--- config.mk ---
export PLATFORM = sky130hd
export DESIGN_NAME = sgfe_spin_ram
export DESIGN_NICKNAME = d
export VERILOG_FILES = /design/src/rtl/sgfe_pkg.sv /design/src/rtl/sgfe_spin_ram.sv
export SDC_FILE = /design/constraint.sdc
export NUM_CORES = 1
export LEC_CHECK = 0
export BUFFER_PORTS_ARGS = -buffer_cell sky130_fd_sc_hd__buf_2
export CAP_MARGIN = 20
export CORE_MARGIN = 2
export CORE_UTILIZATION = 25
export CTS_CLUSTER_DIAMETER = 120
export DETAILED_ROUTE_END_ITERATION = 12
export GPL_ROUTABILITY_DRIVEN = 0
export GPL_TIMING_DRIVEN = 0
export PLACE_DENSITY = 0.47
export SYNTH_ARGS = -nofsm -noshare
export SYNTH_HDL_FRONTEND = slang
export SYNTH_SLANG_ARGS = --single-unit
--- constraint.sdc ---
create_clock -name clk -period 6.9 [get_ports clk]
set_input_delay 0.69 -clock clk [delete_from_list [all_inputs] [get_ports clk]]
set_output_delay 0.69 -clock clk [all_outputs]
set_load 0.1 [all_outputs]
--- src/rtl/sgfe_pkg.sv ---
// ----------------------------------------------------------------------------
// sgfe_pkg
// Shared constants, types and helper functions for the spin glass field and
// energy engine.
// ----------------------------------------------------------------------------
package sgfe_pkg;

  localparam int MAX_SPINS = 64;
  localparam int SIDX_W    = $clog2(MAX_SPINS);
  localparam int CNT_W     = $clog2(MAX_SPINS + 1);
  localparam int CPL_AW    = 2 * SIDX_W;
  localparam int CPL_DEPTH = 1 << CPL_AW;

  localparam int KIND_W   = 2;
  localparam int IDX_W    = 6;
  localparam int VAL_W    = 16;
  localparam int CFG_W    = 7;
  localparam int FIELD_W  = 37;
  localparam int PREF_W   = 2;
  localparam int ENERGY_W = 42;

  localparam int SHR     = 14;
  localparam int PROD_W  = 2 * VAL_W;
  localparam int SHPR_W  = PROD_W - SHR;
  localparam int TERM_W  = SHPR_W + VAL_W;
  localparam int ACC_W   = (TERM_W + 2 * SIDX_W > 43) ? TERM_W + 2 * SIDX_W : 43;

  localparam logic [CFG_W-1:0] SPIN_COUNT_RST = CFG_W'(64);

  localparam logic signed [VAL_W-1:0] SPIN_ONE   = 16'sd16384;
  localparam logic signed [ACC_W-1:0] FIELD_LIM  = ACC_W'(64'sd34359738368);
  localparam logic signed [ACC_W-1:0] ENERGY_LIM = ACC_W'(64'sd1099511627776);

  localparam logic signed [PREF_W-1:0] PREF_NEG  = -2'sd1;
  localparam logic signed [PREF_W-1:0] PREF_POS  = 2'sd1;
  localparam logic signed [PREF_W-1:0] PREF_ZERO = 2'sd0;

  typedef enum logic [KIND_W-1:0] {
    KIND_SPIN   = 2'd0,
    KIND_CPL    = 2'd1,
    KIND_FIELD  = 2'd2,
    KIND_ENERGY = 2'd3
  } kind_t;

  typedef enum logic [1:0] {
    ST_IDLE,
    ST_RUN,
    ST_FIN
  } state_t;

  typedef struct packed {
    logic clear;
    logic issue;
    logic energy;
  } mac_ctl_t;

  function automatic logic idx_ok(input logic [IDX_W-1:0] x);
    return int'(x) < MAX_SPINS;
  endfunction

  function automatic logic [CNT_W-1:0] clamp_count(input logic [CFG_W-1:0] c);
    if (c == '0) begin
      return CNT_W'(1);
    end else if (int'(c) > MAX_SPINS) begin
      return CNT_W'(MAX_SPINS);
    end else begin
      return CNT_W'(c);
    end
  endfunction

  function automatic logic signed [VAL_W-1:0] sat_spin(input logic signed [VAL_W-1:0] v);
    if (v > SPIN_ONE) begin
      return SPIN_ONE;
    end else if (v < -SPIN_ONE) begin
      return -SPIN_ONE;
    end else begin
      return v;
    end
  endfunction

  function automatic logic signed [ACC_W-1:0] sat_acc(input logic signed [ACC_W-1:0] v,
                                                       input logic signed [ACC_W-1:0] lim);
    if (v > lim) begin
      return lim;
    end else if (v < -lim) begin
      return -lim;
    end else begin
      return v;
    end
  endfunction

endpackage

--- src/rtl/sgfe_spin_ram.sv ---
// ----------------------------------------------------------------------------
// sgfe_spin_ram
// Spin vector memory: one write port, two registered read ports.
// ----------------------------------------------------------------------------
module sgfe_spin_ram (
  input  logic                               clk,
  input  logic                               we,
  input  logic [sgfe_pkg::SIDX_W-1:0]        waddr,
  input  logic signed [sgfe_pkg::VAL_W-1:0]  wdata,
  input  logic [sgfe_pkg::SIDX_W-1:0]        raddr_a,
  input  logic [sgfe_pkg::SIDX_W-1:0]        raddr_b,
  output logic signed [sgfe_pkg::VAL_W-1:0]  rdata_a,
  output logic signed [sgfe_pkg::VAL_W-1:0]  rdata_b
);

  logic signed [sgfe_pkg::VAL_W-1:0] mem [sgfe_pkg::MAX_SPINS];

  always_ff @(posedge clk) begin
    if (we) begin
      mem[waddr] <= wdata;
    end
    rdata_a <= mem[raddr_a];
    rdata_b <= mem[raddr_b];
  end

endmodule

After elaboration in Yosys (flattened, before gate mapping). Memories as Yosys holds them, arrays and structs flattened. A register that Yosys moved wholly into a read port is not among the register bits. Cells that the tools add are included.

Muxes and demuxes: 2.

Operators by type and width (number): $mux W1 (2).

Bits in registers: 0. Bits in writable memories: 1024. Input port bits: 36. Output and inout bits: 32. Logic and storage cells: 3. Memories kept: 1.

Memories: mem (words 64, width 16, read ports 2, clocked after memory_dff 2, write ports 1, RTL line sgfe_spin_ram.sv:16) `logic signed [sgfe_pkg::VAL_W-1:0] mem [sgfe_pkg::MAX_SPINS];`.

Longest topological paths before layout.
Depth after elaboration: 2. Gate-level depth with buffers: 9. Mapped depth without buffers: 5.

Worst setup path after synthesis. No wires, ideal clock.

Path kind: in2reg. From: in waddr[3] (netlist name). To: mem mem[48][0] (netlist name), enable pin. Library setup time: 0.409 ns. Arrival time: 2.316 ns. Required time: 6.491 ns. Slack: 4.175 ns. Stages on the path: 4. Path buffers: 1. Cell sequence: clkbuf_1 nor2b_1 nand4b_1 nor3_1.

RTL lines: start, declared (RTL line sgfe_spin_ram.sv:8) `input logic [sgfe_pkg::SIDX_W-1:0] waddr,`; end, declared (RTL line sgfe_spin_ram.sv:16).

No word-level cell before the write port.

==> qor.txt <==
status: complete, no violations
Flop pwr share: 46.5%
starting density of the core: 25.10%
Startpoint Class: primary input
layout cells sized above 1: 37.87%
Required @ worst endpoint: 7.42 ns
Final setup viols: 0
initial antenna violation count: 14
CTS Hold Bufs: 0
combinational group share of total power: 10.5%
crit path from: raddr_a[3]
Worst Tran Pin Value: 1.278 ns
FF-to-FF setup slack: 4.09 ns
Buffers on Ports: 54
CORE AREA: 194600 um^2
worst path bufs/invs: 3
GR peak layer: met2
Leakage Power: 18.20 nW
Max clock buf depth: 3
maximum fanout along the worst path: 10
area leader, netlist: edfxtp_1
CTS sink count: 1056
Die Y: 446.0 um
Mapped Nets: 2618
Setup Skew: 0.05740 ns
pwr dens: 264.2 nW/um^2
Num CTS Buffers: 114
antenna viol nets, final: 0
clk slew on worst S/H paths: 0.06 ns
synth unique cells: 43
Post-route DRC: 0
Top FF cell, synth: edfxtp_1
P_int: 11.49 mW
Post-DP Area: 54000 um^2
Die ar.: 198900 um^2
max-cap violation count: 0
switch share: 25.02%
grt ovf: 0
# nets final: 2882
Slew HR: 14.21%
TritonCTS clock tree: done
Area contributors post-synth: edfxtp_1 63%, mux4_2 19%, mux2_2 3.5%
IO Count: 68
worst reg2reg path depth: 6
H-Tree Depth: 3
net switching power: 3.834 mW
post-synthesis sequential area ratio: 64.28%
dpl hpwl: 133400 um
Cells after Synth: 2582
critical path's most frequent cell: clkbuf_1
fmax: 263.5 MHz
via count: 28890
Final Util: 29.81%
first-pass detailed-route iteration total: 5
Filler cells: 19010
synth cell count leaders: 1024 x edfxtp_1, 407 x mux4_2, 152 x mux2_2, 152 x mux2i_1, 96 x a211oi_1
WL/cell: 33.68 um
clock root buffer: clkbuf_16
Max Slew Vio Count: 0
Setup CP Type: primary input to register
R2R Path Start: mem[50][6]$_DFFE_PP_
Worst path depth: 6
worst hold slack: 0.3782 ns
vias per cell: 5.265
Mean Syn Cell Area: 18.91 um^2
grt met2 use: 29.83%
multi-input logic area: 16290 um^2
Arrival @ worst endpoint: 4.31 ns
vias in the first global route: 29190
CP endpoint kind: register
DR iter-0 viols: 3498
Hold Vio Cnt, Final: 0
crit path capture: rdata_a[10]$_DFF_P_
slowest cell on the critical path: a311oi_1
Worst VDD drop: 222.2 uV
HP Class: primary input to register
asr flop ratio synth: 0%
met1 usage: 22.89%
pin count of the biggest net entering global routing: 65
register area: 31390 um^2
number of enable flip-flop cells after synthesis: 1024
final period demand of the worst path: 3.795 ns
worst-path cell chain: clkbuf_1 -> clkbuf_1 -> nand2_1 -> clkbuf_1 -> a311oi_1 -> nor4_1
post-route cell area: 58010 um^2
number of synthesis warnings: 0
Std-Cell Rows: 162
PostCTS Resize Cnt: 0
Routed WL: 184800 um
clk_lat worst skew: 0.77 ns
post-route setup TNS: 0 ns
RSZ-0062 raised after global routing: no
top-area cell type share of the netlist area: 62.96%
CP delay by family, top: buffers and inverters
cell area after synthesis: 48840 um^2
worst stage delay on the critical path: 1.12 ns
Post-CTS Setup Bufs: 0
routing usage on met3: 3.266%
GR Util All Layers: 18.31%
most frequent cell after synthesis: edfxtp_1
Yosys reg bits: 1056
die width: 446.0 um
first-pass GRT wire length: 248900 um
area grow syn2layout: 18.79%
clock power share: 43.0%
reg-to-reg endpoint: rdata_b[6]$_DFF_P_
Tcrit/Tclk final: 55.01%
==> placed cells by master (no fill, tap or decap), types with 31 or more instances in the layout <==
| master | instances |
|---|---|
| buf_4 | 67 |
| buf_2 | 121 |
| mux2i_1 | 152 |
| dfxtp_1 | 32 |
| mux4_2 | 407 |
| o22ai_1 | 72 |
| buf_8 | 55 |
| nor2_2 | 64 |
| mux2_2 | 152 |
| nor2_1 | 31 |
| edfxtp_1 | 1024 |
| clkbuf_16 | 118 |
| clkbuf_1 | 62 |
| a21oi_1 | 32 |
| a211oi_1 | 96 |
| nand2_1 | 80 |
==> worst register-to-register path, cell delays in order (launching register included) <==
cell and delay [ns]:
edfxtp_1 0.41, mux4_2 0.48, a22oi_1 0.53, o21ai_0 0.32, nor2_1 0.56, nor4_1 0.13, buf_2 0.22
==> flip-flops by register name (all words and copies together) (netlist names) <==
register / flops
mem: 1024
rdata_a: 16
rdata_b: 16
==> cell families (layout without fill, tap and decap cells) <==
kind of cell,count (synthesis),count (layout),share of synthesized area [%]
other cells,0,6,0
compound gates,344,344,4.850
mux,720,720,25.87
buf+inv,217,574,2.752
simple gates,245,245,2.249
flops,1056,1056,64.28
==> area by class of cell <==
class	instances	area share [%]
Inverter	4	0.02588
Tap cell	2542	5.482
Sequential cell	1056	54.11
Clock buffer	137	5.267
Buffer	213	2.290
Timing Repair Buffer	148	3.114
Multi-Input combinational cell	1309	28.07
Clock inverter	72	1.611
Antenna cell	6	0.02588
==> layer usage <==
metal	routed length [um]	up-vias	part of all wire, %
met5	31	-	0.017
met4	11440	4	6.2
met3	13620	350	7.4
met2	87940	1410	48
met1	71780	15540	39
li1	-	11590	-
==> how the worst min path moves through the flow <==
| stage | from | to | slack (ns) | cells after the start |
|---|---|---|---|---|
| after detailed placement | mem[16][8]$_DFFE_PP_ | rdata_b[8]$_DFF_P_ | 1.00 | 4 |
| after global routing | wdata[9] | mem[31][9]$_DFFE_PP_ | 0.38 | 1 |
| after global placement | mem[16][8]$_DFFE_PP_ | rdata_b[8]$_DFF_P_ | 1.0 | 4 |
| final | wdata[9] | mem[31][9]$_DFFE_PP_ | 0.38 | 1 |
| after CTS | wdata[9] | mem[31][9]$_DFFE_PP_ | 0.32 | 1 |
| after floorplan | mem[56][13]$_DFFE_PP_ | rdata_b[13]$_DFF_P_ | 0.74 | 4 |
==> through the flow <==
| step | setup WS, ns | power, mW | cells |
|---|---|---|---|
| after floorplan | 4.175 | 8.150 | 2582 |
| after global placement | 2.000 | 8.822 | 5178 |
| after detailed placement | 2.475 | 8.863 | 5271 |
| after CTS | 3.302 | 15.42 | 5480 |
| after global routing | 3.273 | 15.69 | 5483 |
| final | 3.105 | 15.33 | 5487 |
==> power groups by stage <==
stage / registers [mW] / clock network, mW / logic (mW)
final: 7.12 / 6.59 / 1.61
after global routing: 7.13 / 6.91 / 1.65
after CTS: 7.12 / 6.69 / 1.61
after detailed placement: 7.26 / 0 / 1.60
after global placement: 7.27 / 0 / 1.56
after floorplan: 7.45 / 0 / 0.698
No activity file was read; power rests on OpenSTA's default activity.
