### src/rtl/sgfe_pkg.sv
// ----------------------------------------------------------------------------
// sgfe_pkg
// Shared constants, types and helper functions for the spin glass field and
// energy engine.
// ----------------------------------------------------------------------------
package sgfe_pkg;

  localparam int MAX_SPINS = 64;
  localparam int SIDX_W    = $clog2(MAX_SPINS);
  localparam int CNT_W     = $clog2(MAX_SPINS + 1);
  localparam int CPL_AW    = 2 * SIDX_W;
  localparam int CPL_DEPTH = 1 << CPL_AW;

  localparam int KIND_W   = 2;
  localparam int IDX_W    = 6;
  localparam int VAL_W    = 16;
  localparam int CFG_W    = 7;
  localparam int FIELD_W  = 37;
  localparam int PREF_W   = 2;
  localparam int ENERGY_W = 42;

  localparam int SHR     = 14;
  localparam int PROD_W  = 2 * VAL_W;
  localparam int SHPR_W  = PROD_W - SHR;
  localparam int TERM_W  = SHPR_W + VAL_W;
  localparam int ACC_W   = (TERM_W + 2 * SIDX_W > 43) ? TERM_W + 2 * SIDX_W : 43;

  localparam logic [CFG_W-1:0] SPIN_COUNT_RST = CFG_W'(64);

  localparam logic signed [VAL_W-1:0] SPIN_ONE   = 16'sd16384;
  localparam logic signed [ACC_W-1:0] FIELD_LIM  = ACC_W'(64'sd34359738368);
  localparam logic signed [ACC_W-1:0] ENERGY_LIM = ACC_W'(64'sd1099511627776);

  localparam logic signed [PREF_W-1:0] PREF_NEG  = -2'sd1;
  localparam logic signed [PREF_W-1:0] PREF_POS  = 2'sd1;
  localparam logic signed [PREF_W-1:0] PREF_ZERO = 2'sd0;

  typedef enum logic [KIND_W-1:0] {
    KIND_SPIN   = 2'd0,
    KIND_CPL    = 2'd1,
    KIND_FIELD  = 2'd2,
    KIND_ENERGY = 2'd3
  } kind_t;

  typedef enum logic [1:0] {
    ST_IDLE,
    ST_RUN,
    ST_FIN
  } state_t;

  typedef struct packed {
    logic clear;
    logic issue;
    logic energy;
  } mac_ctl_t;

  function automatic logic idx_ok(input logic [IDX_W-1:0] x);
    return int'(x) < MAX_SPINS;
  endfunction

  function automatic logic [CNT_W-1:0] clamp_count(input logic [CFG_W-1:0] c);
    if (c == '0) begin
      return CNT_W'(1);
    end else if (int'(c) > MAX_SPINS) begin
      return CNT_W'(MAX_SPINS);
    end else begin
      return CNT_W'(c);
    end
  endfunction

  function automatic logic signed [VAL_W-1:0] sat_spin(input logic signed [VAL_W-1:0] v);
    if (v > SPIN_ONE) begin
      return SPIN_ONE;
    end else if (v < -SPIN_ONE) begin
      return -SPIN_ONE;
    end else begin
      return v;
    end
  endfunction

  function automatic logic signed [ACC_W-1:0] sat_acc(input logic signed [ACC_W-1:0] v,
                                                       input logic signed [ACC_W-1:0] lim);
    if (v > lim) begin
      return lim;
    end else if (v < -lim) begin
      return -lim;
    end else begin
      return v;
    end
  endfunction

endpackage

### src/rtl/sgfe_mac.sv
// ----------------------------------------------------------------------------
// sgfe_mac
// Three-stage multiply-accumulate datapath: spin product, floored shift
// times coupling, and the running sum.
// ----------------------------------------------------------------------------
module sgfe_mac (
  input  logic                               clk,
  input  logic                               rst_n,
  input  sgfe_pkg::mac_ctl_t                 ctl,
  input  logic signed [sgfe_pkg::VAL_W-1:0]  spin_j,
  input  logic signed [sgfe_pkg::VAL_W-1:0]  spin_i,
  input  logic signed [sgfe_pkg::VAL_W-1:0]  cpl,
  output logic                               busy,
  output logic signed [sgfe_pkg::ACC_W-1:0]  acc
);

  logic                                  v1_r, v2_r, v3_r;
  logic signed [sgfe_pkg::PROD_W-1:0]    m1_r, m1_nxt;
  logic signed [sgfe_pkg::VAL_W-1:0]     cpl_d_r;
  logic signed [sgfe_pkg::VAL_W-1:0]     mult_b;
  logic signed [sgfe_pkg::SHPR_W-1:0]    shifted;
  logic signed [sgfe_pkg::TERM_W-1:0]    m2_r, m2_nxt;
  logic signed [sgfe_pkg::ACC_W-1:0]     acc_r, acc_nxt;

  // A field term uses the spin scaled by one so that the shift returns it.
  always_comb begin
    mult_b  = ctl.energy ? spin_i : sgfe_pkg::SPIN_ONE;
    m1_nxt  = spin_j * mult_b;
    shifted = m1_r[sgfe_pkg::PROD_W-1:sgfe_pkg::SHR];
    m2_nxt  = shifted * cpl_d_r;
    if (ctl.clear) begin
      acc_nxt = '0;
    end else if (v3_r) begin
      acc_nxt = acc_r + sgfe_pkg::ACC_W'(m2_r);
    end else begin
      acc_nxt = acc_r;
    end
  end

  always_ff @(posedge clk) begin
    if (!rst_n) begin
      v1_r <= 1'b0;
      v2_r <= 1'b0;
      v3_r <= 1'b0;
    end else begin
      v1_r <= ctl.issue;
      v2_r <= v1_r;
      v3_r <= v2_r;
    end
  end

  always_ff @(posedge clk) begin
    m1_r    <= m1_nxt;
    cpl_d_r <= cpl;
    m2_r    <= m2_nxt;
    acc_r   <= acc_nxt;
  end

  assign busy = v1_r | v2_r | v3_r;
  assign acc  = acc_r;

endmodule

### config.mk
export PLATFORM = sky130hd
export DESIGN_NAME = sgfe_mac
export DESIGN_NICKNAME = d
export VERILOG_FILES = /design/src/rtl/sgfe_pkg.sv /design/src/rtl/sgfe_mac.sv
export SDC_FILE = /design/constraint.sdc
export NUM_CORES = 2
export LEC_CHECK = 0
export BUFFER_PORTS_ARGS = -buffer_cell sky130_fd_sc_hd__buf_2
export CAP_MARGIN = 20
export CORE_ASPECT_RATIO = 0.8
export CORE_MARGIN = 2
export CORE_UTILIZATION = 55
export CTS_CLUSTER_DIAMETER = 150
export CTS_CLUSTER_SIZE = 40
export DETAILED_ROUTE_END_ITERATION = 8
export GPL_TIMING_DRIVEN = 0
export PLACE_DENSITY_LB_ADDON = 0.25
export SKIP_LAST_GASP = 1
export SLEW_MARGIN = 15
export SYNTH_ARGS = -nofsm -noshare
export SYNTH_HDL_FRONTEND = slang
export SYNTH_SLANG_ARGS = --single-unit
### constraint.sdc
create_clock -name clk -period 9 [get_ports clk]
set_clock_uncertainty 0.2 [all_clocks]
set_input_delay 1.35 -clock clk [delete_from_list [all_inputs] [get_ports clk]]
set_output_delay 1.35 -clock clk [all_outputs]
set_load 0.005 [all_outputs]
# Word-level counts from Yosys, hierarchy flattened
# Cells that the tools add are included.
# W data, S select, Z words.
[word_totals] register_bits=131 inputBits=53 output_inout_bits=47 word_cells=13
[op_classes] n_addsub=1 multipliers=2 muxes=1 bitwise_logic=2
[op_table] operator="$add A46 B34 Y46" n=1
[op_table] operator="$mul A18 B16 Y34" n=1
[op_table] operator="$mul A16 B16 Y32" n=1
[op_table] operator="$mux W16" n=1
[op_table] operator="$or A1 B1 Y1" n=2

# Depth between registers and ports, before layout
[logic_depth] ltp_word=2 mapped_depth=28 depth_no_buf=25

# Least setup slack after synthesis
# Ideal clock, no wire load.
[synth_path] kind="in2reg" start="input ctl[0] (netlist bit)" end="register m1_r[31] (netlist bit)" setup_ns=0.072 arrival_time_ns=7.514 required_time_ns=8.728 path_slack_ns=1.214 path_stages=26 path_buffers=3 cell_sequence="clkbuf_1 clkbuf_1 and2_1 clkbuf_1 nand2_1 fa_1 fa_1 fa_1 fa_1 inv_1 fa_1 inv_1 fa_1 inv_1 ha_1 o21a_1 o21a_1 o21ai_0 a211oi_1 nor4b_1 o21ai_1 a31oi_1 o21ai_1 o21a_1 nor2_1 xnor2_1"
[synth_between] elab_chain_len=2
[synth_lines] element="start: declaration" line="sgfe_mac.sv:9" source="input sgfe_pkg::mac_ctl_t ctl,"
[synth_lines] element="$mux W16" line="sgfe_mac.sv:27" source="mult_b = ctl.energy ? spin_i : sgfe_pkg::SPIN_ONE;"
[synth_lines] element="$mul A16 B16 Y32" line="sgfe_mac.sv:28" source="m1_nxt = spin_j * mult_b;"
[synth_lines] element="via m1_nxt (one bit)" line="sgfe_mac.sv:18" source="logic signed [sgfe_pkg::PROD_W-1:0] m1_r, m1_nxt;"
[synth_lines] element="end signal: assignment" line="sgfe_mac.sv:53" source="m1_r <= m1_nxt;"
[synth_lines] element="end: declaration" line="sgfe_mac.sv:18"
# The timed path passes the listed nets, and every way through them passes these cells.
# A chain may end at the register's enable or synchronous reset.

# Worst setup path in the final report
# Same ends and word-level chain as after synthesis.

==> flow_summary.toml <==
[clocking]
post_cts_buffers = 0
clock_sinks = 117
clkSlewWorstSetupHoldPaths_ns = 0.06
cts_tree = "built"
cts_root_buf = "clkbuf_16"
cts_buffers = 17
ctsHoldBuffers = 0
clockBufferDepth = 2
clock_latency_ns = 0.45
htree_levels = 4

[timing]
finalSetupTns_ns = 0
period_minus_slack_ns = 8.695
setup_viol = 0
fmax_mhz = 115.0
drv_slew = 0
finalHoldViolations = 0
relSlewSlack_pct = 39.18
rsz0062_at_grt = "no"
post-route-period-util_pct = 96.61
tightest_slew_ns = 0.9123

[floorplan]
pin_count = 100
die_area_mm2 = 0.04861
coreArea_mm2 = 0.04598
start_util_pct = 56.04
die_x_um = 246.0
die_y_um = 197.6
row_count = 70

[setup_path]
crit_fanout = 10
crit_type = "primary input to register"
critPathLaunchType = "primary input"
cp-end-kind = "register"
reg2reg_slack_ns = 0.80
critPathMaxStageDelay_ns = 0.57
crit_slowest_cell = "fa_1"
cp.arrival_ns = 8.83
required_ns = 9.13
cp_top_family = "adder cells"
cp_num_buf_inv = 7
crit_top_cell = "fa_1"

[min_path]
min_path_type = "register to register"

[placement]
dp_hpwl_um = 56980
placed_cells = 3549
gp_congestion = 0.9920
port_buffers = 99

[cells_and_area]
drive_above_1_share_pct = 5.357
final_cell_mix = "658 x inv_1, 552 x fa_1, 313 x nand2_1"
final_nets = 3771
synthToLayoutAreaGrowth_pct = 7.196
nFillCells = 4030
mostFrequentLayoutCell = "inv_1"
final_cells = 3582

[logic_synthesis]
async_flop_share_pct = 0
syn_area_mm2 = 0.02577
postSynthCellCount = 2838
synth-main-ff-cell = "dfxtp_1"
ys_seq_area_share_pct = 9.089
synth.avg_cell_area_um2 = 9.080
synth_edf_count = 0
ys_types = 72
synth_warnings = 0
ys_ff_latch = 117
syn_nets = 3653

[routing]
via_per_inst = 5.424
routed_wl_um = 66570
first_pass_iters = 5
vias = 19430
drc = 0
ant_nets = 0
drt_iter0_drc = 1486
post_drt_wl_per_cell_um = 18.58

[status]
status = "completed"

[global_route]
grt_pass1_vias = 21079
grt_usage_pct = 29.55
antenna_found_initial = 2
grt_remaining_overflow = 0
grt_pass1_wl_um = 111200
grt_max_degree = 17

[run]
drv_cap = 0
==> Yosys cell counts (42+ instances only) <==
library cell	n	area (µm²)
inv_1	658	2470
nor2_1	113	424.2
and3_1	114	713.2
xnor2_1	77	674.4
dfxtp_1	117	2342
a21o_1	42	315.3
ha_1	210	2628
nand2_1	313	1175
fa_1	552	11050
clkbuf_1	103	386.6
a21oi_1	78	390.4
and2_1	136	850.8
==> per-stage QoR <==
stage | utilization (%) | setup slack [ns] | instance area, µm² | hold WS [ns]
after global placement | 58.79 | -0.5068 | 27030 | 0.2374
final | 60.08 | 0.3047 | 27620 | 0.2608
after global routing | 60.07 | 0.01527 | 27620 | 0.2832
after floorplan | - | 1.214 | 25770 | 0.2209
after CTS | 60.04 | 0.1381 | 27610 | 0.2623
after detailed placement | 58.79 | -0.6277 | 27030 | 0.2372
==> final timing paths <==
check / cells past startpoint / startpoint / endpoint
max: 25 / ctl[0] / m1_r[31]$_DFF_P_
min reg2reg: 1 / v2_r$_SDFF_PN0_ / v3_r$_SDFF_PN0_
max reg2reg: 23 / cpl_d_r[3]$_DFF_P_ / m2_r[33]$_DFF_P_
min: 1 / v2_r$_SDFF_PN0_ / v3_r$_SDFF_PN0_
==> what timing repair did <==
item | CTS | global route
cloned | 0 | 0
setup endpoints to repair | 1 | 4
resized for setup | 1 | 3
==> routing by layer <==
layer / GRT usage, % / wire length (µm)
met1: 42.91 / 30830
met2: 44.83 / 28600
met3: 8.165 / 6326
met4: 5.140 / 813
met5: 0 / 0
==> state kept, by name, summed over array words and instances (netlist names) <==
| register | cells |
|---|---|
| v2_r | 1 |
| m1_r | 18 |
| v1_r | 1 |
| m2_r | 34 |
| cpl_d_r | 16 |
| acc | 46 |
| v3_r | 1 |
==> area by class of cell <==
type / instances / area [µm²] / share of cell area (%)
Antenna cell: 2 / 5.005 / 0.01812
Buffer: 108 / 421.7 / 1.526
Clock buffer: 20 / 456.7 / 1.653
Clock inverter: 11 / 115.1 / 0.4167
Inverter: 658 / 2470 / 8.941
Multi-Input combinational cell: 1955 / 20550 / 74.40
Sequential cell: 117 / 2342 / 8.479
Tap cell: 612 / 765.7 / 2.772
Timing Repair Buffer: 99 / 495.5 / 1.794
==> worst register-to-register path, cell delays in order (launching register included) <==
cell and delay, ns:
dfxtp_1 0.68, clkbuf_1 0.48, nand2_1 0.15, fa_1 0.50
fa_1 0.47, fa_1 0.56, inv_1 0.07, fa_1 0.52
fa_1 0.51, inv_1 0.05, fa_1 0.48, inv_1 0.05
ha_1 0.26, clkbuf_1 0.30, nand2_1 0.09, a21oi_1 0.23
a221oi_4 0.12, o31ai_1 0.54, a221o_1 0.33, a221oi_2 0.13
o31a_2 0.40, o21ai_1 0.20, a21oi_2 0.09, xnor2_1 0.60
==> cell families after synthesis <==
group                    count (synthesis)  share of synthesized area [%]
AND/OR/NAND/NOR                        793                          14.98
buffers and inverters                  766                          11.22
adder cells (fa/ha/maj)                762                          53.08
AO/OA/AOI/OAI                          269                          7.045
flip-flops                             117                          9.089
XOR/XNOR                               102                          3.467
multiplexers                            29                          1.126
Power is left out: the tool's default activity adds up to more than one toggle a clock period on the data nets, which glitch-free logic cannot reach.
